`config.mk`:
```
export PLATFORM = sky130hd
export DESIGN_NAME = swd_ram
export DESIGN_NICKNAME = d
export VERILOG_FILES = /design/src/rtl/core/swd_ram.sv
export SDC_FILE = /design/constraint.sdc
export NUM_CORES = 1
export LEC_CHECK = 0
export BUFFER_PORTS_ARGS = -buffer_cell sky130_fd_sc_hd__buf_2
export CAP_MARGIN = 15
export CORE_ASPECT_RATIO = 1.5
export CORE_UTILIZATION = 45
export CTS_CLUSTER_SIZE = 28
export DETAILED_ROUTE_END_ITERATION = 16
export HOLD_SLACK_MARGIN = 0.05
export PLACE_DENSITY = 0.74
export SYNTH_ARGS = -nofsm -noshare
export SYNTH_HDL_FRONTEND = slang
export SYNTH_SLANG_ARGS = --single-unit
export TNS_END_PERCENT = 100
```
`constraint.sdc`:
```
create_clock -name clk -period 2.8 [get_ports clk]
set_input_delay 0.56 -clock clk [delete_from_list [all_inputs] [get_ports clk]]
set_output_delay 0.56 -clock clk [all_outputs]
set_load 0.005 [all_outputs]
```
`src/rtl/core/swd_ram.sv`:
```
// swd_ram: generic single-port-write, single-port-read ram with registered read data
// no dependencies
module swd_ram #(
  parameter int WIDTH = 8,
  parameter int DEPTH = 16
) (
  input  logic                     clk,
  input  logic                     wr_en,
  input  logic [$clog2(DEPTH)-1:0] wr_addr,
  input  logic [WIDTH-1:0]         wr_data,
  input  logic [$clog2(DEPTH)-1:0] rd_addr,
  output logic [WIDTH-1:0]         rd_data
);

  logic [WIDTH-1:0] mem [DEPTH];

  always_ff @(posedge clk) begin
    if (wr_en) begin
      mem[wr_addr] <= wr_data;
    end
    rd_data <= mem[rd_addr];
  end

endmodule

```
; Yosys cells after proc, flatten, opt, wreduce, memory -nomap -nowiden
; Memories as Yosys holds them, arrays and structs flattened. A register that Yosys moved wholly into a read port is not among the register bits.
; Cells that the tools add are included.
[word_totals]
reg_bits = 0
mem_bits_rw = 128
input_bits = 18
output_inout_bits = 8
word_cells = 3
n_memories = 1
[op_classes]
mux = 2
[memory_table]
columns = memory, depth, word_bits, read_ports, rd_ports_with_merged_regs, write_ports, line
row1 = mem, 16, 8, 1, 1, 1, 15  ; logic [WIDTH-1:0] mem [DEPTH];
[ops]
columns = op, count
row1 = two-way mux 1 bit, 2

; Depth between registers and ports, before layout
; Gate-level depths: netlist (run 1).
[logic_depth]
depth_word = 2
depth_mapped = 5
mapped_depth_nobuf = 3

; Least setup slack after synthesis (run 1)
; OpenSTA, ideal clock, no wires.
[synth_timing]
path_kind = input to register
from = input port wr_addr[2]
to = memory mem[0][0] (enable)
setup_ns = 0.383
t_arrival_ns = 1.670
required_ns = 2.417
slack_ns = 0.747
path_stages = 2
n_path_buf = 0
cell_sequence = or3b_2 nor3_1
[synth_rtl]
columns = item, line
row1 = start: declaration, 9  ; input logic [$clog2(DEPTH)-1:0] wr_addr,
row2 = end: declaration, 15
; No word-level cell before the write port.

; Worst setup path in the final report (run 1)
[layout_timing]
from = input port wr_addr[2]
to = memory mem[1][1] (enable)
; No word-level cell before the write port.

==> results of run 1 <==
-- where the power goes --
group | internal (uW) | switching, uW
Combinational | 88.9 | 116
Clock | 1470 | 837
Sequential | 2280 | 12.9
-- stage by stage --
step | total power (uW) | setup WS, ns
2_1_floorplan | 2440 | 0.747
3_3_place_gp | 2530 | 0.734
3_5_place_dp | 2530 | 0.750
4_1_cts | 4810 | 1.15
5_1_grt | 4910 | 1.08
6_report | 4800 | 1.14
-- kinds of logic after synthesis --
| family | after synthesis | share of synthesized area |
|---|---|---|
| and+or+nand+nor | 35 | 0.0318 |
| muxes | 32 | 0.150 |
| buffers and inverters | 10 | 0.0168 |
| DFF | 136 | 0.778 |
| AOI/OAI and AO/OA | 16 | 0.0233 |
-- per-layer routing --
metal	wire (um)	up-vias	share of wire	track usage
met2	5320	102	0.54	0.311
li1	-	1078	-	-
met5	0	-	0	0
met4	374	0	0.038	0.107
met3	469	32	0.048	0.0424
met1	3700	1290	0.37	0.213
-- how the worst max path moves through the flow --
stage | endpoint | depth (start not counted) | startpoint
2_1_floorplan | mem[0][0] | 2 | wr_addr[2]
3_3_place_gp | rd_data[5] | 4 | rd_addr[1]
3_5_place_dp | mem[1][3] | 4 | wr_addr[2]
4_1_cts | mem[1][1] | 4 | wr_addr[2]
5_1_grt | mem[1][3] | 4 | wr_addr[2]
6_report | mem[1][1] | 4 | wr_addr[2]
-- cells in the mapped netlist --
cell type,count
a22oi_1,16
and2_1,1
and2b_1,1
buf_2,3
buf_4,1
buf_6,3
clkdlybuf4s25_2,3
dfxtp_1,8
edfxtp_1,128
mux4_1,14
mux4_2,18
nand2_1,9
nand2b_1,2
nand3_1,1
nand3b_1,2
nor2_1,13
nor2b_1,1
nor3_1,4
or3b_2,1
-- critical path: cells and delay by family --
family	cells	cell delay (ns)
buffers and inverters	2	0.34
AND/OR/NAND/NOR	2	0.89
-- sequential cells by signal (all words and copies together), names as in the netlist --
signal / flops
rd_data: 8
mem: 128
-- layout make-up --
cell class	instances	area, um2	area share
Sequential cell	136	4000	0.651
Tap cell	147	184	0.0299
Multi-Input combinational cell	83	1060	0.172
Timing Repair Buffer	43	273	0.0443
Clock buffer	22	539	0.0876
Clock inverter	10	96.3	0.0157
==> impl_metrics.yaml, run 1 <==
outcome:
  status: "complete, no violations"
setup_path:
  worstPathRequired_ns: 2.93
  worst_setup_path_start_kind: "input pin"
  criticalPathCategory: "in2reg"
  reg2reg_slack_ns: 1.38
  cp_cell_sequence: "buf_2 > or3b_2 > nor2_1 > buf_4"
  endpoint_kind: "flip-flop"
  reg2reg_depth: 3
  r2r-end: "rd_data[5]"
  path_max_fanout: 5
  cp_slowest_cell: "or3b_2"
  r2r-start: "mem[1][5]"
  slowest_delay_ns: 0.50
  cp.arrival_ns: 1.79
worst_hold_path:
  hp-start: "wr_data[4]"
  whs_path_depth: 1
  hp-class: "in2reg"
  hold_end: "mem[2][4]"
yosys:
  syn-mean-instance-area_um2: 22.5
  synth_cells: 229
  ys_seq_area_frac: 0.778
  synth_seq_cells: 136
  yosysTopAreaCellShare: 0.747
  syn-num-nets: 247
  synth.distinct_cells: 19
  synth_largest_area_cell: "edfxtp_1"
  syn_area_um2: 5150
  synth_area_leaders: "edfxtp_1, mux4_2, mux4_1"
  synth-warning-count: 0
layout:
  fill_cells: 804
  drive_gt1_frac: 0.320
  final_area_um2: 6150
  final_common_cell: "edfxtp_1"
  syn2layout_area_growth_pct: 19.5
  antennaDiodeCount: 0
  stdcell_count: 441
  fin_util: 0.554
  fin_nets: 299
  most-common-layout-cells: "edfxtp_1, buf_2, clkbuf_16, mux4_2, buf_4"
drt:
  post_drt_via_cell_ratio: 5.67
  final_antenna_net_count: 0
  firstDrtPassIters: 4
  first_iter_violations: 252
  drt-wirelength-per-cell_um: 22.4
  post-route-drc-count: 0
  detailroute.via_count: 2502
  routed_wl_um: 9870
die:
  dieHeight_um: 133
  die_w_um: 89.3
  die_area_um2: 11900
  pin_count: 26
  initial_core_util: 0.463
  coreArea_um2: 11100
  row_count: 47
clock_tree:
  cts_max_level: 4
  numCtsBuffers: 17
  clkSlewWorstSetupHoldPaths_ns: 0.06
  cts-resized-gates: 0
  postCtsHoldBufs: 0
  cts_sinks: 136
  clkLatencyLatePin_ns: 0.41
  tritoncts: "yes"
  cts_setup_buffers: 0
  cts-root-buf: "clkbuf_16"
  cts_max_path_buffers: 2
pwr:
  ir_worst_vdd_uv: 462
  power.leakage_uw: 0.00211
  powerDensity_nw_per_um2: 780
global_routing:
  grt_max_degree: 33
  grt.total_usage: 0.185
  antenna_found_initial: 0
  grt_pass1_wl_um: 14800
  grt_pass1_vias: 2614
  overflow: 0
placed_design:
  dp_hpwl_um: 6050
  place_area_um2: 5520
  gp_congestion: 0.727
  portBuffers: 25
  dp_cells: 409
timing:
  rsz0062_at_grt: "no"
  fin_crit_ns: 1.66
  clock.fmax_mhz: 603
  setup-tns-final_ns: 0
  fin_crit_sh: 0.592
  tightestPinTransition_ns: 0.706
  hold_ws_ns: 0.534
  finClkSkew_ns: 0.00453
  setup_viol_count_final: 0
  hold_viol_final: 0
  maxSlewViolCount: 0
  relSlewSlack: 0.528
flow_run:
  drv_cap: 0
No activity file was read; power rests on OpenSTA's default activity.
==> run 2: changes to the inputs <==
==> constraint.sdc (replaced) <==
create_clock -name clk -period 1.7 [get_ports clk]
set_input_delay 0.34 -clock clk [delete_from_list [all_inputs] [get_ports clk]]
set_output_delay 0.34 -clock clk [all_outputs]
set_load 0.005 [all_outputs]
==> impl_metrics.yaml, run 2 (synthesized netlist as in run 1, its figures left out) <==
layout:
  final_common_cell: "edfxtp_1"
  most-common-layout-cells: "edfxtp_1, buf_4, buf_2, mux4_2, clkbuf_16"
  largest_reg_flops: 128
  fin_nets: 310
  regMostFlops: "mem"
  largestRegisters: "mem: 128 flops, rd_data: 8 flops"
  final_area_um2: 6220
  fin_util: 0.560
  stdcell_count: 452
  syn2layout_area_growth_pct: 20.8
  antennaDiodeCount: 0
  fill_cells: 823
  drive_gt1_frac: 0.344
clock_tree:
  cts-resized-gates: 0
  numCtsBuffers: 17
  tritoncts: "yes"
  clkSlewWorstSetupHoldPaths_ns: 0.06
  postCtsHoldBufs: 0
  clkLatencyLatePin_ns: 0.42
  cts_sinks: 136
  cts_max_path_buffers: 2
  cts_max_level: 4
  cts_setup_buffers: 0
  cts-root-buf: "clkbuf_16"
worst_hold_path:
  hp-class: "in2reg"
  whs_path_depth: 1
global_routing:
  grt.total_usage: 0.185
  overflow: 0
  antenna_found_initial: 0
  grt_pass1_vias: 2612
  grt_max_degree: 23
  grt_pass1_wl_um: 14600
pwr:
  powerDensity_nw_per_um2: 1240
  power.total_uw: 7690
  ir_worst_vdd_uv: 683
  power.leakage_uw: 0.00213
die:
  dieHeight_um: 133
  die_area_um2: 11900
  coreArea_um2: 11100
  pin_count: 26
  initial_core_util: 0.463
  row_count: 47
  die_w_um: 89.3
drt:
  firstDrtPassIters: 4
  final_antenna_net_count: 0
  detailroute.via_count: 2468
  first_iter_violations: 219
  drt-wirelength-per-cell_um: 21.0
  routed_wl_um: 9500
  post-route-drc-count: 0
  post_drt_via_cell_ratio: 5.46
setup_path:
  criticalPathCategory: "reg2reg"
  path_max_fanout: 1
  cp.arrival_ns: 1.69
  worstPathRequired_ns: 2.01
  cp_cell_sequence: "mux4_2 > a22oi_1 > nand2_1"
  reg2reg_depth: 3
  worst_setup_path_start_kind: "flip-flop"
  cp_slowest_cell: "mux4_2"
  slowest_delay_ns: 0.50
  endpoint_kind: "flip-flop"
flow_run:
  drv_cap: 0
timing:
  setup_viol_count_final: 0
  maxSlewViolCount: 0
  tightestPinTransition_ns: 0.410
  clock.fmax_mhz: 728
  finClkSkew_ns: 0.0138
  hold_viol_final: 0
  fin_crit_ns: 1.37
  rsz0062_at_grt: "no"
  relSlewSlack: 0.727
  fin_crit_sh: 0.808
  setup-tns-final_ns: 0
outcome:
  status: "complete, no violations"
placed_design:
  portBuffers: 25
  dp_cells: 420
  dp_hpwl_um: 6420
  gp_congestion: 0.761
  place_area_um2: 5630
-- run 2: changes by cell type in the layout (fill, tap and decap cells not counted), moves of 2 or more --
cell        previous run  this run
buf_12                 1         3
clkinvlp_4             1         5
clkbuf_16             21        17
buf_4                 17        26
clkinv_2               3         1
clkinv_4               0         3
inv_6                  5         2
-- run 2: metal layers --
| metal | vias up | track usage | part of all wire |
|---|---|---|---|
| li1 | 1100 | - | - |
| met4 | 0 | 0.103 | 0.027 |
| met5 | - | 0 | 0 |
| met1 | 1263 | 0.195 | 0.36 |
| met3 | 20 | 0.0568 | 0.047 |
| met2 | 85 | 0.320 | 0.57 |
-- run 2: where the power goes --
group / switching, uW / internal, uW
Clock: 1370 / 2200
Sequential: 21.1 / 3750
Combinational: 190 / 165
-- run 2: final cells by class --
class	count	area, um2	area share
Clock buffer	19	443	0.0712
Clock inverter	13	146	0.0235
Timing Repair Buffer	54	380	0.0612
Multi-Input combinational cell	83	1060	0.171
Sequential cell	136	4000	0.644
Tap cell	147	184	0.0296
-- run 2: path summary, 6_finish.rpt --
path                      to  startpoint  slack, ns
hold reg to reg   rd_data[4]  mem[15][4]       0.67
setup reg to reg  rd_data[4]   mem[0][4]       0.33
setup / recovery  rd_data[4]   mem[0][4]       0.33
hold / removal    mem[11][1]  wr_data[1]       0.30
-- run 2: critical path: cells and delay by family, from the launching register on --
kind	cells	cell delay, ns
flip-flops	1	0.41
multiplexers	1	0.50
AO/OA/AOI/OAI	1	0.28
AND/OR/NAND/NOR	1	0.08
-- run 2: through the flow --
stage / setup WS (ns) / hold slack (ns)
after global placement: -0.0132 / 0.652
after detailed placement: -0.0224 / 0.657
final: 0.327 / 0.297
after CTS: 0.329 / 0.289
after global routing: 0.269 / 0.290
after floorplan: 0.0939 / 0.439
