===== config.mk =====
export PLATFORM = sky130hd
export DESIGN_NAME = swd_div
export DESIGN_NICKNAME = d
export VERILOG_FILES = /design/src/rtl/core/swd_pkg.sv /design/src/rtl/core/swd_div.sv
export SDC_FILE = /design/constraint.sdc
export NUM_CORES = 1
export LEC_CHECK = 0
export ABC_AREA = 1
export ABC_CLOCK_PERIOD_IN_PS = 5850
export BUFFER_PORTS_ARGS = -buffer_cell sky130_fd_sc_hd__buf_2
export CAP_MARGIN = 0
export CELL_PAD_IN_SITES_DETAIL_PLACEMENT = 1
export CELL_PAD_IN_SITES_GLOBAL_PLACEMENT = 1
export CORE_MARGIN = 2
export CORE_UTILIZATION = 45
export CTS_CLUSTER_DIAMETER = 50
export DETAILED_ROUTE_END_ITERATION = 6
export PLACE_DENSITY = 0.89
export SETUP_SLACK_MARGIN = 0.05
export SYNTH_ARGS = -nofsm -noshare
export SYNTH_HDL_FRONTEND = slang
export SYNTH_SLANG_ARGS = --single-unit

===== constraint.sdc =====
create_clock -name clk -period 5.85 [get_ports clk]
set_input_delay 0.585 -clock clk [delete_from_list [all_inputs] [get_ports clk]]
set_output_delay 0.585 -clock clk [all_outputs]
set_load 0.1 [all_outputs]

===== src/rtl/core/swd_pkg.sv =====
// swd_pkg: sizes, register codes, state codes and small helpers of the stillness window detector
// used by swd_div and stillness_window_detector_top; no dependencies
package swd_pkg;

  localparam int WINDOW_DEPTH = 51;
  localparam int SAMPLE_BITS  = 16;

  localparam int ADDR_W  = $clog2(WINDOW_DEPTH);
  localparam int CNT_W   = $clog2(WINDOW_DEPTH + 1);
  localparam int SUM_W   = SAMPLE_BITS + $clog2(WINDOW_DEPTH);
  localparam int LANES   = 3;
  localparam int ENTRY_W = LANES * SAMPLE_BITS;

  localparam int THR_W      = 15;
  localparam int FILL_CFG_W = 6;
  localparam int LIM_W      = 2 * THR_W;
  localparam int CFG_IDX_W  = 2;
  localparam int CFG_DATA_W = THR_W;

  localparam int UNSEEN_W = 16;
  localparam int CONF_W   = 8;
  localparam int FILL_W   = 6;

  localparam int SQ_W    = 2 * SAMPLE_BITS;
  localparam int CMP_W   = (CNT_W > FILL_CFG_W) ? CNT_W : FILL_CFG_W;
  localparam int DEV_W   = (SAMPLE_BITS > THR_W) ? SAMPLE_BITS : THR_W;
  localparam int QCMP_W  = (SQ_W + 1 > LIM_W) ? SQ_W + 1 : LIM_W;

  localparam logic [THR_W-1:0]      SPEED_THR_RST = THR_W'(10);
  localparam logic [THR_W-1:0]      ANGLE_THR_RST = THR_W'(256);
  localparam logic [FILL_CFG_W-1:0] MIN_FILL_RST  = FILL_CFG_W'(10);

  typedef enum logic [CFG_IDX_W-1:0] {
    REG_SPEED_DEV = 2'd0,
    REG_ANGLE_DEV = 2'd1,
    REG_MIN_FILL  = 2'd2
  } cfg_reg_t;

  typedef enum logic [2:0] {
    ST_IDLE,
    ST_SUM,
    ST_DIV,
    ST_CHK,
    ST_DONE
  } state_t;

  // step a window slot with wrap at the depth
  function automatic logic [ADDR_W-1:0] next_slot(input logic [ADDR_W-1:0] a);
    return (a == ADDR_W'(WINDOW_DEPTH - 1)) ? '0 : a + 1'b1;
  endfunction

  function automatic logic [SUM_W-1:0] sext_sum(input logic [SAMPLE_BITS-1:0] v);
    return {{(SUM_W - SAMPLE_BITS){v[SAMPLE_BITS-1]}}, v};
  endfunction

  // exact magnitude of the difference of two samples
  function automatic logic [SAMPLE_BITS-1:0] abs_diff(input logic [SAMPLE_BITS-1:0] a,
                                                      input logic [SAMPLE_BITS-1:0] b);
    logic [SAMPLE_BITS:0] d;
    logic [SAMPLE_BITS:0] m;
    d = {a[SAMPLE_BITS-1], a} - {b[SAMPLE_BITS-1], b};
    m = d[SAMPLE_BITS] ? (~d + 1'b1) : d;
    return m[SAMPLE_BITS-1:0];
  endfunction

endpackage


===== src/rtl/core/swd_div.sv =====
// swd_div: three-lane restoring divider, one quotient bit per cycle, truncates toward zero
// depends on swd_pkg
module swd_div (
  input  logic                                clk,
  input  logic                                rst,
  input  logic                                start,
  input  logic signed [swd_pkg::SUM_W-1:0]    dividend [swd_pkg::LANES],
  input  logic [swd_pkg::CNT_W-1:0]           divisor,
  output logic                                done,
  output logic signed [swd_pkg::SAMPLE_BITS-1:0] quotient [swd_pkg::LANES]
);
  import swd_pkg::*;

  localparam int CW = $clog2(SUM_W + 1);

  logic             busy;
  logic [CW-1:0]    cnt;
  logic [CNT_W-1:0] dvsr;
  logic [SUM_W-1:0] quo  [LANES];
  logic [CNT_W-1:0] rem  [LANES];
  logic             neg  [LANES];
  logic [SUM_W-1:0] quo_next [LANES];
  logic [CNT_W-1:0] rem_next [LANES];

  always_comb begin
    logic [CNT_W:0] trial;
    for (int i = 0; i < LANES; i++) begin
      trial = {rem[i], quo[i][SUM_W-1]};
      if (trial >= {1'b0, dvsr}) begin
        rem_next[i] = CNT_W'(trial - {1'b0, dvsr});
        quo_next[i] = {quo[i][SUM_W-2:0], 1'b1};
      end else begin
        rem_next[i] = trial[CNT_W-1:0];
        quo_next[i] = {quo[i][SUM_W-2:0], 1'b0};
      end
    end
  end

  always_ff @(posedge clk) begin
    if (rst) begin
      busy <= 1'b0;
      done <= 1'b0;
      cnt  <= '0;
    end else begin
      done <= busy && (cnt == CW'(1));
      if (start) begin
        busy <= 1'b1;
        cnt  <= CW'(SUM_W);
      end else if (busy) begin
        cnt <= cnt - 1'b1;
        if (cnt == CW'(1)) begin
          busy <= 1'b0;
        end
      end
    end
  end

  always_ff @(posedge clk) begin
    if (start) begin
      dvsr <= divisor;
      for (int i = 0; i < LANES; i++) begin
        neg[i] <= dividend[i][SUM_W-1];
        quo[i] <= dividend[i][SUM_W-1] ? (~dividend[i] + 1'b1) : dividend[i];
        rem[i] <= '0;
      end
    end else if (busy) begin
      for (int i = 0; i < LANES; i++) begin
        quo[i] <= quo_next[i];
        rem[i] <= rem_next[i];
      end
    end
  end

  // quotient magnitude never exceeds half the sample range
  always_comb begin
    for (int i = 0; i < LANES; i++) begin
      quotient[i] = neg[i] ? (~quo[i][SAMPLE_BITS-1:0] + 1'b1) : quo[i][SAMPLE_BITS-1:0];
    end
  end

endmodule

Word level (Yosys, flattened, before mapping) --
Memories as Yosys holds them, arrays and structs flattened. Index checks and enable logic that the tools add are counted.
Word-level totals: flip-flop bits (word level) 13, bits in latches 0, memory bits (writable) 87, memory bits (read-only) 0, output and inout bits 49, word-level logic and storage cells 65, memories 3
Memory list:
- quo | words 3, bits a word 22, rd ports 3, clocked after Yosys merged registers in 0, wr ports 3, RTL line swd_div.sv:19 | logic [SUM_W-1:0] quo [LANES];
- rem | words 3, bits a word 6, rd ports 3, clocked after Yosys merged registers in 0, wr ports 3, RTL line swd_div.sv:20 | logic [CNT_W-1:0] rem [LANES];
- neg | words 3, bits a word 1, rd ports 3, clocked after Yosys merged registers in 0, wr ports 3, RTL line swd_div.sv:21 | logic neg [LANES];
Operators by class: $add $sub $neg 10, multiply operators 0, div/mod/pow operators 0, magnitude comparators 3, equal/unequal tests 1, shifts and indexed selects 0, mux-type cells 28, bitwise logic cells 12, reduce and logical (&&, ||, !) cells 3
Operators with widths (count):
- $mux W22 | 6
- $add A22 B1 Y22 const B | 3
- $not A22 Y22 | 3
- $add A16 B1 Y16 const B | 3
- $mux W16 | 3
- $not A16 Y16 | 3
- $mux W6 | 6
- $ge A7 B6 Y1 | 3
- $sub A6 B6 Y6 | 3
- $mux W1 | 11
- $mux W5 | 2
- $or A1 B1 Y1 | 6
- $eq A5 B1 Y1 const B | 1
- $sub A5 B1 Y5 const B | 1
- $reduce_bool A2 Y1 | 1
- $reduce_or A2 Y1 | 1
- $logic_and A1 B1 Y1 | 1

Logic depth before layout (Yosys ltp) --
Gate-level depths: netlist of run 1.
depth after elaboration 4, depth in mapped cells 12, gate-level depth less buffers 11

Worst setup path before layout of run 1 --
OpenSTA, ideal clock, no wires.
kind reg-to-output, start memory neg[1][0] (netlist: neg[0][1]), end output quotient[17] in the netlist's numbering, data arrival time 2.790 ns, path slack 2.475 ns, stages on the path, launching flop included 4, cells stage by stage edfxtp_1 > buf_2 > buf_2 > o21ai_0
RTL lines:
- start, declared | RTL line swd_div.sv:21
- end, declared | RTL line swd_div.sv:10 | output logic signed [swd_pkg::SAMPLE_BITS-1:0] quotient [swd_pkg::LANES]

==> results of run 1 <==
==> flip-flops by register name (all words and copies together), names as in the netlist <==
| name | flops |
|---|---|
| done | 1 |
| rem | 18 |
| dvsr | 6 |
| neg | 3 |
| cnt | 5 |
| busy | 1 |
| quo | 66 |
==> cell families after synthesis <==
family          after synthesis  synth area share
buf+inv                     162            0.0882
flops                       100             0.374
simple gates                622             0.344
xor+xnor                     54            0.0604
fa+ha+maj                    29            0.0492
compound gates              117            0.0839
==> power breakdown <==
part | total (mW) | internal (mW) | leakage, nW | switching (mW)
clock | 0.623 | 0.322 | 0.151 | 0.301
combinational | 1.10 | 0.239 | 3.06 | 0.857
sequential | 0.945 | 0.880 | 1.01 | 0.0648
==> worst max-delay path, cell delays in order (launching register included) <==
cell and delay, ns:
sky130_fd_sc_hd__edfxtp_1 0.41, sky130_fd_sc_hd__inv_1 0.14, sky130_fd_sc_hd__ha_1 0.16, sky130_fd_sc_hd__inv_1 0.06, sky130_fd_sc_hd__nor3_2 0.17, sky130_fd_sc_hd__nand3_2 0.14, sky130_fd_sc_hd__o21ai_4 0.23, sky130_fd_sc_hd__nand4_1 0.11
sky130_fd_sc_hd__nand2_1 0.09, sky130_fd_sc_hd__buf_2 0.42
==> area by class of cell <==
type	count	area share
timing repair buffer	125	0.0712
clock buffer	10	0.0283
tap	225	0.0318
multi-input combinational	822	0.476
clock inverter	6	0.00594
sequential	100	0.331
inverter	131	0.0557
==> per-stage QoR <==
stage | instance area, um2 | util
after CTS | 8850 | 0.515
after floorplan | 7830 | -
after global routing | 8850 | 0.515
final | 8850 | 0.515
after detailed placement | 8550 | 0.498
after global placement | 8550 | 0.498
==> worst max-delay path by stage <==
stage	from	to	slack, ns	cells past startpoint
3_3_place_gp	start	quo[0][35]$_DFFE_PP_	3.37	4
2_1_floorplan	neg[0][1]$_DFFE_PP_	quotient[17]	2.47	3
3_5_place_dp	start	quo[0][36]$_DFFE_PP_	3.30	4
5_1_grt	quo[0][22]$_DFFE_PP_	quotient[30]	2.78	9
6_report	quo[0][44]$_DFFE_PP_	quotient[12]	2.96	9
4_1_cts	quo[0][44]$_DFFE_PP_	quotient[12]	2.93	9
==> cell usage in the layout (no fill, tap or decap), types with 3 or more instances in the layout <==
| cell | count |
|---|---|
| sky130_fd_sc_hd__nand2_1 | 317 |
| sky130_fd_sc_hd__nand3_1 | 125 |
| sky130_fd_sc_hd__buf_2 | 123 |
| sky130_fd_sc_hd__inv_1 | 121 |
| sky130_fd_sc_hd__nor2_1 | 118 |
| sky130_fd_sc_hd__edfxtp_1 | 93 |
| sky130_fd_sc_hd__o21ai_0 | 75 |
| sky130_fd_sc_hd__xor2_1 | 32 |
| sky130_fd_sc_hd__ha_1 | 26 |
| sky130_fd_sc_hd__xnor2_1 | 22 |
| sky130_fd_sc_hd__a21oi_1 | 13 |
| sky130_fd_sc_hd__nand3b_1 | 12 |
| sky130_fd_sc_hd__nand4_1 | 11 |
| sky130_fd_sc_hd__nor3_1 | 11 |
| sky130_fd_sc_hd__clkbuf_16 | 10 |
| sky130_fd_sc_hd__inv_2 | 9 |
| sky130_fd_sc_hd__o21ai_1 | 7 |
| sky130_fd_sc_hd__nor2_2 | 7 |
| sky130_fd_sc_hd__nand2_2 | 7 |
| sky130_fd_sc_hd__dfxtp_1 | 7 |
| sky130_fd_sc_hd__o31ai_1 | 5 |
| sky130_fd_sc_hd__o211ai_1 | 5 |
| sky130_fd_sc_hd__nor3_2 | 4 |
| sky130_fd_sc_hd__a21oi_2 | 4 |
| sky130_fd_sc_hd__nand3_2 | 3 |
| sky130_fd_sc_hd__fa_1 | 3 |
| sky130_fd_sc_hd__clkinv_4 | 3 |
==> per-layer routing <==
metal / vias to the layer above / GRT usage / part of all wire
li1: 3755 / - / -
met1: 3684 / 0.312 / 0.45
met2: 125 / 0.446 / 0.51
met3: 19 / 0.0268 / 0.031
met4: 0 / 0.0596 / 0.011
met5: - / 0 / 0
==> impl_results.rst, run 1 <==
.. list-table::
   :header-rows: 1

   * - Metric
     - Value
   * - Filler Cells Inserted
     - 2300
   * - Vias/cell
     - 5.34
   * - Path class of the lowest-slack min-delay path
     - input port to register
   * - Number of placement rows
     - 48
   * - Max-cap violations
     - 0
   * - Share of the cycle needed by the critical path after routing
     - 0.495
   * - Share of the synthesized area in the top cell type
     - 0.356
   * - Dpl ws
     - 3.30 ns
   * - Antenna Nets Post-Route
     - 0
   * - TritonCTS Buffers
     - 9
   * - Area of the placeable core
     - 0.0172 mm2
   * - Worst ir drop on vdd
     - 164 uV
   * - Dominant cell type by area after synthesis
     - sky130_fd_sc_hd__edfxtp_1
   * - Beginning of the worst register-to-register path
     - dvsr[1]$_DFFE_PP_
   * - H-tree level count
     - 3
   * - Count of cell types in the netlist
     - 41
   * - Final wirelength
     - 22000 um
   * - Final Instance Count excl. Fillers
     - 1419
   * - Number of warnings reported in the yosys synthesis log
     - 0
   * - Routability-driven placement congestion ratio
     - 0.855
   * - Slew of the pin with the lowest slew margin
     - 1.08 ns
   * - Post-Syn Nets
     - 1188
   * - Data arrival time of the critical path
     - 2.31 ns
   * - Kind of end point of the critical path
     - primary output
   * - Pin count of the biggest net entering global routing
     - 92
   * - Cells after DPL
     - 1403
   * - Remaining design rule violation count
     - 0
   * - Number of port buffers
     - 123
   * - Hold Path Depth
     - 1
   * - Power density normalized to cell area
     - 301 mW/mm2
   * - Number of buffers inserted to repair setup after CTS
     - 0
   * - Sequential area share after synthesis
     - 0.374
   * - Crit path kind
     - register to primary output
   * - Area taken by flip-flops and latches
     - 0.00293 mm2
   * - Clock tree from TritonCTS
     - done
   * - Die Footprint
     - 0.0185 mm2
   * - All-layer global routing usage
     - 0.245
   * - Hold Fails Final Rpt
     - 0
   * - Max Root-Sink Buffers
     - 2
   * - Number of enable-type register cells in the synthesized netlist
     - 93
   * - Post-synthesis instance area
     - 0.00783 mm2
   * - Detailed-route via count
     - 7583
   * - Worst path setup slack after routing
     - 2.96 ns
   * - Primary flip-flop cell chosen by synthesis mapping
     - sky130_fd_sc_hd__edfxtp_1
   * - Worst-path fanout max
     - 7
   * - Fin Hold WS
     - 0.391 ns
   * - Critical path required time
     - 5.27 ns
   * - Overall die height
     - 136 um
   * - Layout overhead on the synthesized area
     - 13.0%
   * - Main area contributors after synthesis
     - sky130_fd_sc_hd__edfxtp_1 (36%), sky130_fd_sc_hd__nand2_1 (15%), sky130_fd_sc_hd__nand3_1 (8.0%), sky130_fd_sc_hd__inv_1 (5.8%), sky130_fd_sc_hd__nor2_1 (5.7%)
   * - Number of primary I/O pins
     - 124
   * - Number of hold-repair buffers added at the cts stage
     - 0
   * - Die boundary width
     - 136 um
   * - Worst reg-to-reg path cell count
     - 8
   * - Outcome
     - completed
   * - Startpoint class of the critical path
     - register
   * - Slew headroom
     - 0.281
   * - Leakage
     - 4.22 nW
   * - Antenna violations before repair
     - 0
   * - Total chip power
     - 2.66 mW
   * - Capture point of the worst reg-to-reg path
     - quo[0][44]$_DFFE_PP_
   * - Clock net sink count
     - 100
   * - Wire length of the first global-routing pass
     - 36400 um
   * - Setup repair after global routing missed its margin
     - false
   * - Sum of negative setup slack
     - 0 ns
   * - Mean cell area of the mapped netlist
     - 7.23 um2
   * - Worst-case hold path end point
     - dvsr[1]$_DFFE_PP_
   * - Clock Latency Late Sink
     - 0.36 ns
   * - Via count of the first global-routing pass
     - 7527
   * - Final max-slew violation count
     - 0
   * - Multi-input gate area in the final layout
     - 0.00421 mm2
   * - Resized Gates After CTS
     - 0
   * - Post-DR wirelength/cell
     - 15.5 um
   * - Number of DRC markers in iteration 0
     - 363
   * - Synth Instances
     - 1084
   * - Post-layout nets
     - 1293
   * - Worst Min Path Start
     - divisor[1]
   * - F_max
     - 346 MHz
   * - Commonest cells in the synthesized netlist
     - sky130_fd_sc_hd__nand2_1 (317), sky130_fd_sc_hd__nand3_1 (125), sky130_fd_sc_hd__inv_1 (122)
   * - Largest clock skew in the final design
     - 0.0166 ns
   * - Synthesized flop and latch total
     - 100
   * - Antenna cell count
     - 0
   * - Reg clk slew, reported paths
     - 0.09 ns
   * - CTS Root Cell
     - sky130_fd_sc_hd__clkbuf_16
   * - Number of iterations in the first detailed-routing pass
     - 5
   * - Post-DP HPWL
     - 16400 um
   * - GR Overflow Total
     - 0
   * - Final period demand of the worst path
     - 2.89 ns
   * - Final setup violating endpoints
     - 0
   * - Share of cells above drive strength 1
     - 0.155
   * - Effective utilization at floorplan
     - 0.456
   * - Async set-or-reset flop fraction in the synthesized netlist
     - 0
   * - Most common cell in the synthesized netlist
     - sky130_fd_sc_hd__nand2_1
   * - Setup slack, reg-to-reg
     - 3.78 ns
(Power assumes the default switching activity.)
==> run 2: changes to the inputs <==
--- a/config.mk
+++ b/config.mk
@@ -5,17 +5,17 @@
 export SDC_FILE = /design/constraint.sdc
 export NUM_CORES = 1
 export LEC_CHECK = 0
-export ABC_AREA = 1
-export ABC_CLOCK_PERIOD_IN_PS = 5850
+export ABC_AREA = 0
+export ABC_CLOCK_PERIOD_IN_PS = 2300
 export BUFFER_PORTS_ARGS = -buffer_cell sky130_fd_sc_hd__buf_2
 export CAP_MARGIN = 0
 export CELL_PAD_IN_SITES_DETAIL_PLACEMENT = 1
 export CELL_PAD_IN_SITES_GLOBAL_PLACEMENT = 1
 export CORE_MARGIN = 2
-export CORE_UTILIZATION = 45
+export CORE_UTILIZATION = 39
 export CTS_CLUSTER_DIAMETER = 50
 export DETAILED_ROUTE_END_ITERATION = 6
-export PLACE_DENSITY = 0.89
+export PLACE_DENSITY = 0.79
 export SETUP_SLACK_MARGIN = 0.05
 export SYNTH_ARGS = -nofsm -noshare
 export SYNTH_HDL_FRONTEND = slang
==> constraint.sdc (replaced) <==
create_clock -name clk -period 2.3 [get_ports clk]
set_input_delay 0.23 -clock clk [delete_from_list [all_inputs] [get_ports clk]]
set_output_delay 0.23 -clock clk [all_outputs]
set_load 0.1 [all_outputs]
==> impl_results.rst, run 2 <==
.. list-table::
   :header-rows: 1

   * - Metric
     - Value
   * - Vias/cell
     - 5.42 (+1.5%)
   * - Slew headroom
     - 0.582 (+0.301)
   * - Number of port buffers
     - 123 (unchanged)
   * - Post-layout nets
     - 1016 (-21%)
   * - Worst path setup slack after routing
     - -0.435 ns (-3.39 ns)
   * - Max-cap violations
     - 0 (unchanged)
   * - Final setup violating endpoints
     - 23 (+23)
   * - Data arrival time of the critical path
     - 2.51 ns (+0.20 ns)
   * - Via count of the first global-routing pass
     - 6312 (-16%)
   * - Primary flip-flop cell chosen by synthesis mapping
     - sky130_fd_sc_hd__edfxtp_1
   * - Share of cells above drive strength 1
     - 0.353 (+0.198)
   * - Leading registers by flop count
     - quo: 66 flops, rem: 18 flops, dvsr: 6 flops
   * - Cell-by-cell trace of the critical path
     - or3_4 -> or3_4 -> or2_4 -> o41ai_4 -> xnor2_2 -> buf_12
   * - Hold Fails Final Rpt
     - 0 (unchanged)
   * - Antenna Nets Post-Route
     - 0 (unchanged)
   * - Effective utilization at floorplan
     - 0.399 (-0.0571)
   * - Number of DRC markers in iteration 0
     - 226 (-38%)
   * - Top Family by Delay on Critical Path
     - simple AND/OR/NAND/NOR gates
   * - Commonest cells in the synthesized netlist
     - sky130_fd_sc_hd__nand2_1 (100), sky130_fd_sc_hd__edfxtp_1 (93), sky130_fd_sc_hd__o21ai_0 (90)
   * - Slew of the pin with the lowest slew margin
     - 0.627 ns (-0.451 ns)
   * - Post-DP HPWL
     - 15000 um (-8.5%)
   * - Path class of the lowest-slack min-delay path
     - input port to register
   * - Clock Latency Late Sink
     - 0.35 ns (about the same)
   * - Main area contributors after synthesis
     - sky130_fd_sc_hd__edfxtp_1 (40%), sky130_fd_sc_hd__xor2_1 (7.5%), sky130_fd_sc_hd__o21ai_0 (6.5%), sky130_fd_sc_hd__xnor2_1 (6.3%), sky130_fd_sc_hd__nand2_1 (5.4%)
   * - Worst ir drop on vdd
     - 582 uV (+250%)
   * - All-layer global routing usage
     - 0.219 (-0.0263)
   * - Worst-path fanout max
     - 3 (-4)
   * - Count of cell types in the netlist
     - 44 (+7.3%)
   * - Dominant cell type by area after synthesis
     - sky130_fd_sc_hd__edfxtp_1
   * - Post-Syn Nets
     - 830 (-30%)
   * - Kind of end point of the critical path
     - primary output
   * - Worst reg-to-reg path cell count
     - 7 (-1)
   * - Flip-flop count of the largest register after layout
     - 66 (unchanged)
   * - Max stage delay cell, worst path
     - sky130_fd_sc_hd__or3_4
   * - Wire length of the first global-routing pass
     - 32200 um (-12%)
   * - Top register by number of flip-flops
     - quo
   * - Number of enable-type register cells in the synthesized netlist
     - 93 (unchanged)
   * - Buf/Inv on CP
     - 1 (-2)
   * - CTS Root Cell
     - sky130_fd_sc_hd__clkbuf_16
   * - Leakage
     - 4.04 nW (-4.3%)
   * - Synth Instances
     - 726 (-33%)
   * - Startpoint class of the critical path
     - register
   * - Levels on crit path
     - 6 (-3)
   * - Failing checks
     - negative setup slack
   * - Outcome
     - finished, violations left
   * - Total chip power
     - 7.71 mW (+190%)
   * - Share of the cycle needed by the critical path after routing
     - 1.19
   * - Most common cell in the synthesized netlist
     - sky130_fd_sc_hd__nand2_1
   * - Async set-or-reset flop fraction in the synthesized netlist
     - 0 (unchanged)
   * - Die Footprint
     - 0.0188 mm2 (+1.6%)
   * - GR Overflow Total
     - 0 (unchanged)
   * - Critical path required time
     - 2.07 ns (-3.20 ns)
   * - Delay contributed by the slowest stage of the critical path
     - 0.42 ns (about the same)
   * - Routability-driven placement congestion ratio
     - 0.831 (-2.7%)
   * - Sequential area share after synthesis
     - 0.425 (+0.0506)
   * - Clock net sink count
     - 100 (unchanged)
   * - Clock tree from TritonCTS
     - done
   * - Detailed-route via count
     - 6194 (-18%)
   * - Number of placement rows
     - 48 (unchanged)
   * - Number of warnings reported in the yosys synthesis log
     - 0 (unchanged)
   * - Final period demand of the worst path
     - 2.74 ns
   * - Post-DR wirelength/cell
     - 18.4 um (+18%)
   * - Library cell appearing most often on the critical path
     - sky130_fd_sc_hd__or3_4
   * - Largest clock skew in the final design
     - 0.00895 ns (-0.00764 ns)
   * - Commonest cells after routing, fill and taps aside
     - sky130_fd_sc_hd__edfxtp_1 (93), sky130_fd_sc_hd__nand2_1 (91), sky130_fd_sc_hd__buf_2 (85)
   * - Post-layout instance area
     - 0.0100 mm2 (+13%)
   * - Share of the synthesized area in the top cell type
     - 0.405 (+0.0481)
   * - Hold Path Depth
     - 1 (unchanged)
   * - Antenna cell count
     - 0 (unchanged)
   * - Die boundary width
     - 137 um (+0.80%)
   * - Antenna violations before repair
     - 0 (unchanged)
   * - Number of iterations in the first detailed-routing pass
     - 6 (+1)
   * - Remaining design rule violation count
     - 0 (unchanged)
   * - Final max-slew violation count
     - 0 (unchanged)
   * - Number of primary I/O pins
     - 124 (unchanged)
   * - F_max
     - 366 MHz
   * - Reg clk slew, reported paths
     - 0.07 ns (-0.02 ns)
   * - Mean cell area of the mapped netlist
     - 9.51 um2 (+32%)
   * - Area of the placeable core
     - 0.0173 mm2 (+0.70%)
   * - Max Root-Sink Buffers
     - 2 (unchanged)
   * - Pin count of the biggest net entering global routing
     - 38 (-59%)
   * - Synthesized flop and latch total
     - 100 (unchanged)
   * - Cell area reported after detailed placement
     - 0.00907 mm2 (+6.1%)
   * - Power density normalized to cell area
     - 768 mW/mm2 (+160%)
   * - Overall die height
     - 137 um (+0.80%)
   * - Layout overhead on the synthesized area
     - 45.5%
   * - Setup repair after global routing missed its margin
     - true
   * - TritonCTS Buffers
     - 9 (unchanged)
   * - Most frequent standard cell in the layout excluding fill and tap cells
     - sky130_fd_sc_hd__edfxtp_1
   * - H-tree level count
     - 3 (unchanged)
   * - Crit path kind
     - register to primary output
   * - Number of hold-repair buffers added at the cts stage
     - 0 (unchanged)
   * - Post-synthesis instance area
     - 0.00690 mm2 (-12%)
   * - Final wirelength
     - 21000 um (-4.8%)
## run 2: changes by cell type after synthesis, moves of 10 or more
cell,change
sky130_fd_sc_hd__buf_2,-18
sky130_fd_sc_hd__clkbuf_1,+23
sky130_fd_sc_hd__inv_1,-93
sky130_fd_sc_hd__nand2_1,-217
sky130_fd_sc_hd__nand3_1,-116
sky130_fd_sc_hd__nand3b_1,-10
sky130_fd_sc_hd__nor2_1,-79
sky130_fd_sc_hd__o21ai_0,+15
sky130_fd_sc_hd__o31ai_1,+29
sky130_fd_sc_hd__o41ai_1,+13
sky130_fd_sc_hd__xnor2_1,+28
sky130_fd_sc_hd__xor2_1,+27
## run 2: power breakdown
group	switching (mW)	internal (mW)	total [mW]	leakage [nW]
Combinational	2.34	1.30	3.65	2.88
Sequential	0.181	2.25	2.43	1.01
Clock	0.690	0.950	1.64	0.155
## run 2: logic make-up after synthesis
family,after synthesis,synth area share
AOI/OAI and AO/OA,197,0.178
xor gates and xnor gates,109,0.138
adders and majority gates,29,0.0558
buffers and inverters,59,0.0359
DFF,100,0.425
muxes,9,0.0131
and+or+nand+nor,223,0.154
## run 2: stage by stage
step | instances | worst slack, ns | util | TNS [ns] | hold WS, ns
2_1_floorplan | 726 | -0.182 | - | -0.306 | 0.302
3_3_place_gp | 1105 | -0.0541 | 0.524 | -0.0913 | 0.408
3_5_place_dp | 1105 | -0.272 | 0.524 | -0.698 | 0.409
4_1_cts | 1132 | -0.445 | 0.565 | -4.46 | 0.0430
5_1_grt | 1142 | -0.502 | 0.580 | -6.68 | 0.0410
6_report | 1142 | -0.435 | 0.580 | -5.00 | 0.0549
## run 2: path summary, 6_finish.rpt
check,slack [ns],start,end
worst max-delay path,-0.44,quo[0][49]$_DFFE_PP_,quotient[15]
worst min-delay path,0.05,divisor[3],dvsr[3]$_DFFE_PP_
worst max register to register,0.19,dvsr[0]$_DFFE_PP_,rem[0][10]$_SDFFCE_PN0P_
worst min register to register,0.52,quo[0][20]$_DFFE_PP_,quo[0][21]$_DFFE_PP_
## run 2: repair_timing
action / 4_1_cts / 5_1_grt
setup buffers: 13 / 10
endpoints found under the setup margin: 34 / 54
resized for setup: 62 / 37
pin swaps: 20 / 20
## run 2: layout make-up
type	instances	area, um2
fillers	1868	7260
flip-flops and latches	100	2930
clock inverters	7	91.3
well taps	225	282
multi-input cells	567	4600
repair buffers	205	1800
inverters	29	109
clock buffers	9	225
## run 2: layer usage
layer,global-route usage,vias to the layer above,routed length [um]
met5,0,-,0
met4,0.0722,0,402
met3,0.0226,29,553
met2,0.392,112,11100
met1,0.276,3026,8900
li1,-,3027,-
==> run 3: changes to the inputs <==
--- a/config.mk
+++ b/config.mk
@@ -8,14 +8,11 @@
 export ABC_AREA = 0
 export ABC_CLOCK_PERIOD_IN_PS = 2300
 export BUFFER_PORTS_ARGS = -buffer_cell sky130_fd_sc_hd__buf_2
-export CAP_MARGIN = 0
-export CELL_PAD_IN_SITES_DETAIL_PLACEMENT = 1
-export CELL_PAD_IN_SITES_GLOBAL_PLACEMENT = 1
 export CORE_MARGIN = 2
-export CORE_UTILIZATION = 39
+export CORE_UTILIZATION = 50
 export CTS_CLUSTER_DIAMETER = 50
 export DETAILED_ROUTE_END_ITERATION = 6
-export PLACE_DENSITY = 0.79
+export PLACE_DENSITY = 0.78
 export SETUP_SLACK_MARGIN = 0.05
 export SYNTH_ARGS = -nofsm -noshare
 export SYNTH_HDL_FRONTEND = slang
==> impl_results.rst, run 3 (synthesized netlist as in run 2, its figures left out) <==
.. list-table::
   :header-rows: 1

   * - Metric
     - Value
   * - Number of DRC markers in iteration 0
     - 436 (+93%)
   * - Worst-case hold path end point
     - dvsr[1]$_DFFE_PP_
   * - Wire length of the first global-routing pass
     - 29600 um (-7.8%)
   * - All-layer global routing usage
     - 0.252 (+0.0333)
   * - Flip-flop count of the largest register after layout
     - 66 (unchanged)
   * - Reg clk slew, reported paths
     - 0.07 ns (about the same)
   * - Die Footprint
     - 0.0148 mm2 (-21%)
   * - Routability-driven placement congestion ratio
     - 0.896 (+7.8%)
   * - Buf/Inv on CP
     - 1 (unchanged)
   * - H-tree level count
     - 3 (unchanged)
   * - Antenna violations before repair
     - 0 (unchanged)
   * - Post-layout nets
     - 999 (-1.7%)
   * - Cell-by-cell trace of the critical path
     - or3_4 -> or3_4 -> or2_4 -> o41ai_4 -> xnor2_2 -> buf_12
   * - Worst-path fanout max
     - 4 (+1)
   * - Overall die height
     - 121 um (-11%)
   * - F_max
     - 371 MHz (+1.5%)
   * - Share of cells above drive strength 1
     - 0.341 (-0.0122)
   * - Path class of the lowest-slack min-delay path
     - input port to register
   * - Worst ir drop on vdd
     - 452 uV (-22%)
   * - Vias/cell
     - 5.81 (+7.2%)
   * - Final period demand of the worst path
     - 2.69 ns (-0.0407 ns)
   * - Slew of the pin with the lowest slew margin
     - 0.527 ns (-0.0994 ns)
   * - CTS Root Cell
     - sky130_fd_sc_hd__clkbuf_16
   * - Final setup violating endpoints
     - 21 (-8.7%)
   * - Top Family by Delay on Critical Path
     - simple AND/OR/NAND/NOR gates
   * - Detailed-route via count
     - 6254 (+0.97%)
   * - Post-DP HPWL
     - 13500 um (-10%)
   * - Library cell appearing most often on the critical path
     - sky130_fd_sc_hd__or3_4
   * - Clock net sink count
     - 100 (unchanged)
   * - Cell area reported after detailed placement
     - 0.00891 mm2 (-1.7%)
   * - Post-DR wirelength/cell
     - 17.2 um (-6.1%)
   * - Antenna Nets Post-Route
     - 0 (unchanged)
   * - GR Overflow Total
     - 0 (unchanged)
   * - Startpoint class of the critical path
     - register
   * - Max Root-Sink Buffers
     - 2 (unchanged)
   * - Pin count of the biggest net entering global routing
     - 80 (+110%)
   * - Post-layout utilization of the core
     - 0.733 (+0.152)
   * - Share of the cycle needed by the critical path after routing
     - 1.17 (-0.0177)
   * - Leakage
     - 3.93 nW (-2.7%)
   * - Leading registers by flop count
     - quo: 66 flops, rem: 18 flops, dvsr: 6 flops
   * - Area of the placeable core
     - 0.0133 mm2 (-23%)
   * - Final Instance Count excl. Fillers
     - 1076 (-5.8%)
   * - Kind of end point of the critical path
     - primary output
   * - Worst reg-to-reg path cell count
     - 7 (unchanged)
   * - Number of iterations in the first detailed-routing pass
     - 5 (-1)
   * - Final wirelength
     - 18500 um (-12%)
   * - Number of port buffers
     - 123 (unchanged)
   * - Effective utilization at floorplan
     - 0.517 (+0.118)
   * - Antenna cell count
     - 0 (unchanged)
   * - Cells after DPL
     - 1045 (-5.4%)
   * - Worst path setup slack after routing
     - -0.394 ns (+0.0407 ns)
   * - Beginning of the worst register-to-register path
     - dvsr[1]$_DFFE_PP_
   * - Hold Path Depth
     - 1 (unchanged)
   * - Hold Fails Final Rpt
     - 0 (unchanged)
   * - Largest clock skew in the final design
     - 0.00873 ns (-0.000214 ns)
   * - Max stage delay cell, worst path
     - sky130_fd_sc_hd__or3_4
   * - TritonCTS Buffers
     - 9 (unchanged)
   * - Most frequent standard cell in the layout excluding fill and tap cells
     - sky130_fd_sc_hd__edfxtp_1
   * - Remaining design rule violation count
     - 0 (unchanged)
   * - Die boundary width
     - 121 um (-11%)
   * - Data arrival time of the critical path
     - 2.46 ns (-0.05 ns)
   * - Sum of negative setup slack
     - -3.87 ns (+1.13 ns)
   * - Number of hold-repair buffers added at the cts stage
     - 0 (unchanged)
   * - Final max-slew violation count
     - 0 (unchanged)
   * - Capture point of the worst reg-to-reg path
     - rem[0][17]$_SDFFCE_PN0P_
   * - Power density normalized to cell area
     - 761 mW/mm2 (-1.0%)
   * - Crit path kind
     - register to primary output
   * - Post-layout instance area
     - 0.00978 mm2 (-2.6%)
   * - Outcome
     - finished, violations left
   * - Max-cap violations
     - 0 (unchanged)
   * - Delay contributed by the slowest stage of the critical path
     - 0.44 ns (+0.02 ns)
   * - Commonest cells after routing, fill and taps aside
     - sky130_fd_sc_hd__edfxtp_1 (93), sky130_fd_sc_hd__nand2_1 (90), sky130_fd_sc_hd__buf_2 (86)
   * - Layout overhead on the synthesized area
     - 41.7%
   * - Number of placement rows
     - 42 (-13%)
   * - Clock Latency Late Sink
     - 0.35 ns (about the same)
   * - Via count of the first global-routing pass
     - 6246 (-1.0%)
   * - Failing checks
     - negative setup slack
   * - Setup repair after global routing missed its margin
     - true
   * - Slew headroom
     - 0.645 (+0.0630)
   * - Filler Cells Inserted
     - 892 (-52%)
   * - Worst Min Path Start
     - divisor[1]
   * - Number of primary I/O pins
     - 124 (unchanged)
   * - Top register by number of flip-flops
     - quo
   * - Critical path required time
     - 2.07 ns (about the same)
   * - Total chip power
     - 7.44 mW (-3.6%)
   * - Clock tree from TritonCTS
     - done
   * - Setup slack, reg-to-reg
     - 0.16 ns (-0.03 ns)
==> run 3: power breakdown <==
part / internal, mW / switching, mW / total, mW
logic: 1.26 / 2.30 / 3.55
registers: 2.25 / 0.183 / 2.43
clock network: 0.773 / 0.682 / 1.46
==> run 3: final cells by class <==
cell class | count | area, um2 | share of cell area
inverter | 29 | 113 | 0.0115
sequential | 100 | 2930 | 0.300
tap | 176 | 220 | 0.0225
timing repair buffer | 188 | 1650 | 0.169
multi-input combinational | 567 | 4580 | 0.468
clock buffer | 10 | 239 | 0.0244
clock inverter | 6 | 47.5 | 0.00486
==> run 3: stage by stage <==
stage	hold WS [ns]	setup slack, ns
finish	0.0599	-0.394
global route	0.0432	-0.476
CTS	0.0505	-0.397
detailed placement	0.412	-0.133
global placement	0.409	-0.120
floorplan	0.302	-0.182
==> run 3: worst max-delay path by stage <==
stage	start	endpoint	cells after the start
floorplan	quo[0][48]$_DFFE_PP_	quotient[15]	5
global placement	quo[0][52]$_DFFE_PP_	quotient[14]	7
detailed placement	quo[0][4]$_DFFE_PP_	quotient[47]	7
CTS	quo[0][53]$_DFFE_PP_	quotient[14]	7
global route	quo[0][48]$_DFFE_PP_	quotient[15]	6
finish	quo[0][48]$_DFFE_PP_	quotient[15]	6
==> run 3: metal layers <==
layer	track usage	routed length, um	vias to the layer above
met3	0.0371	773	40
met2	0.466	10100	194
met1	0.301	7250	3027
li1	-	-	2993
met4	0.0783	447	0
met5	0	0	-
==> run 3: timing repair <==
item	in CTS	in global routing
endpoints found under the setup margin	35	46
setup buffers	12	9
resized for setup	59	40
endpoints found under the hold margin	0	0
pin swaps	19	19
==> run 3: worst register-to-register path: stages (launching register included) <==
cell and delay, ns:
sky130_fd_sc_hd__edfxtp_1 0.39, sky130_fd_sc_hd__clkinvlp_4 0.19, sky130_fd_sc_hd__ha_1 0.36, sky130_fd_sc_hd__nor2b_1 0.16, sky130_fd_sc_hd__o31a_1 0.28, sky130_fd_sc_hd__o21a_1 0.19, sky130_fd_sc_hd__o21a_1 0.16, sky130_fd_sc_hd__o31ai_1 0.21
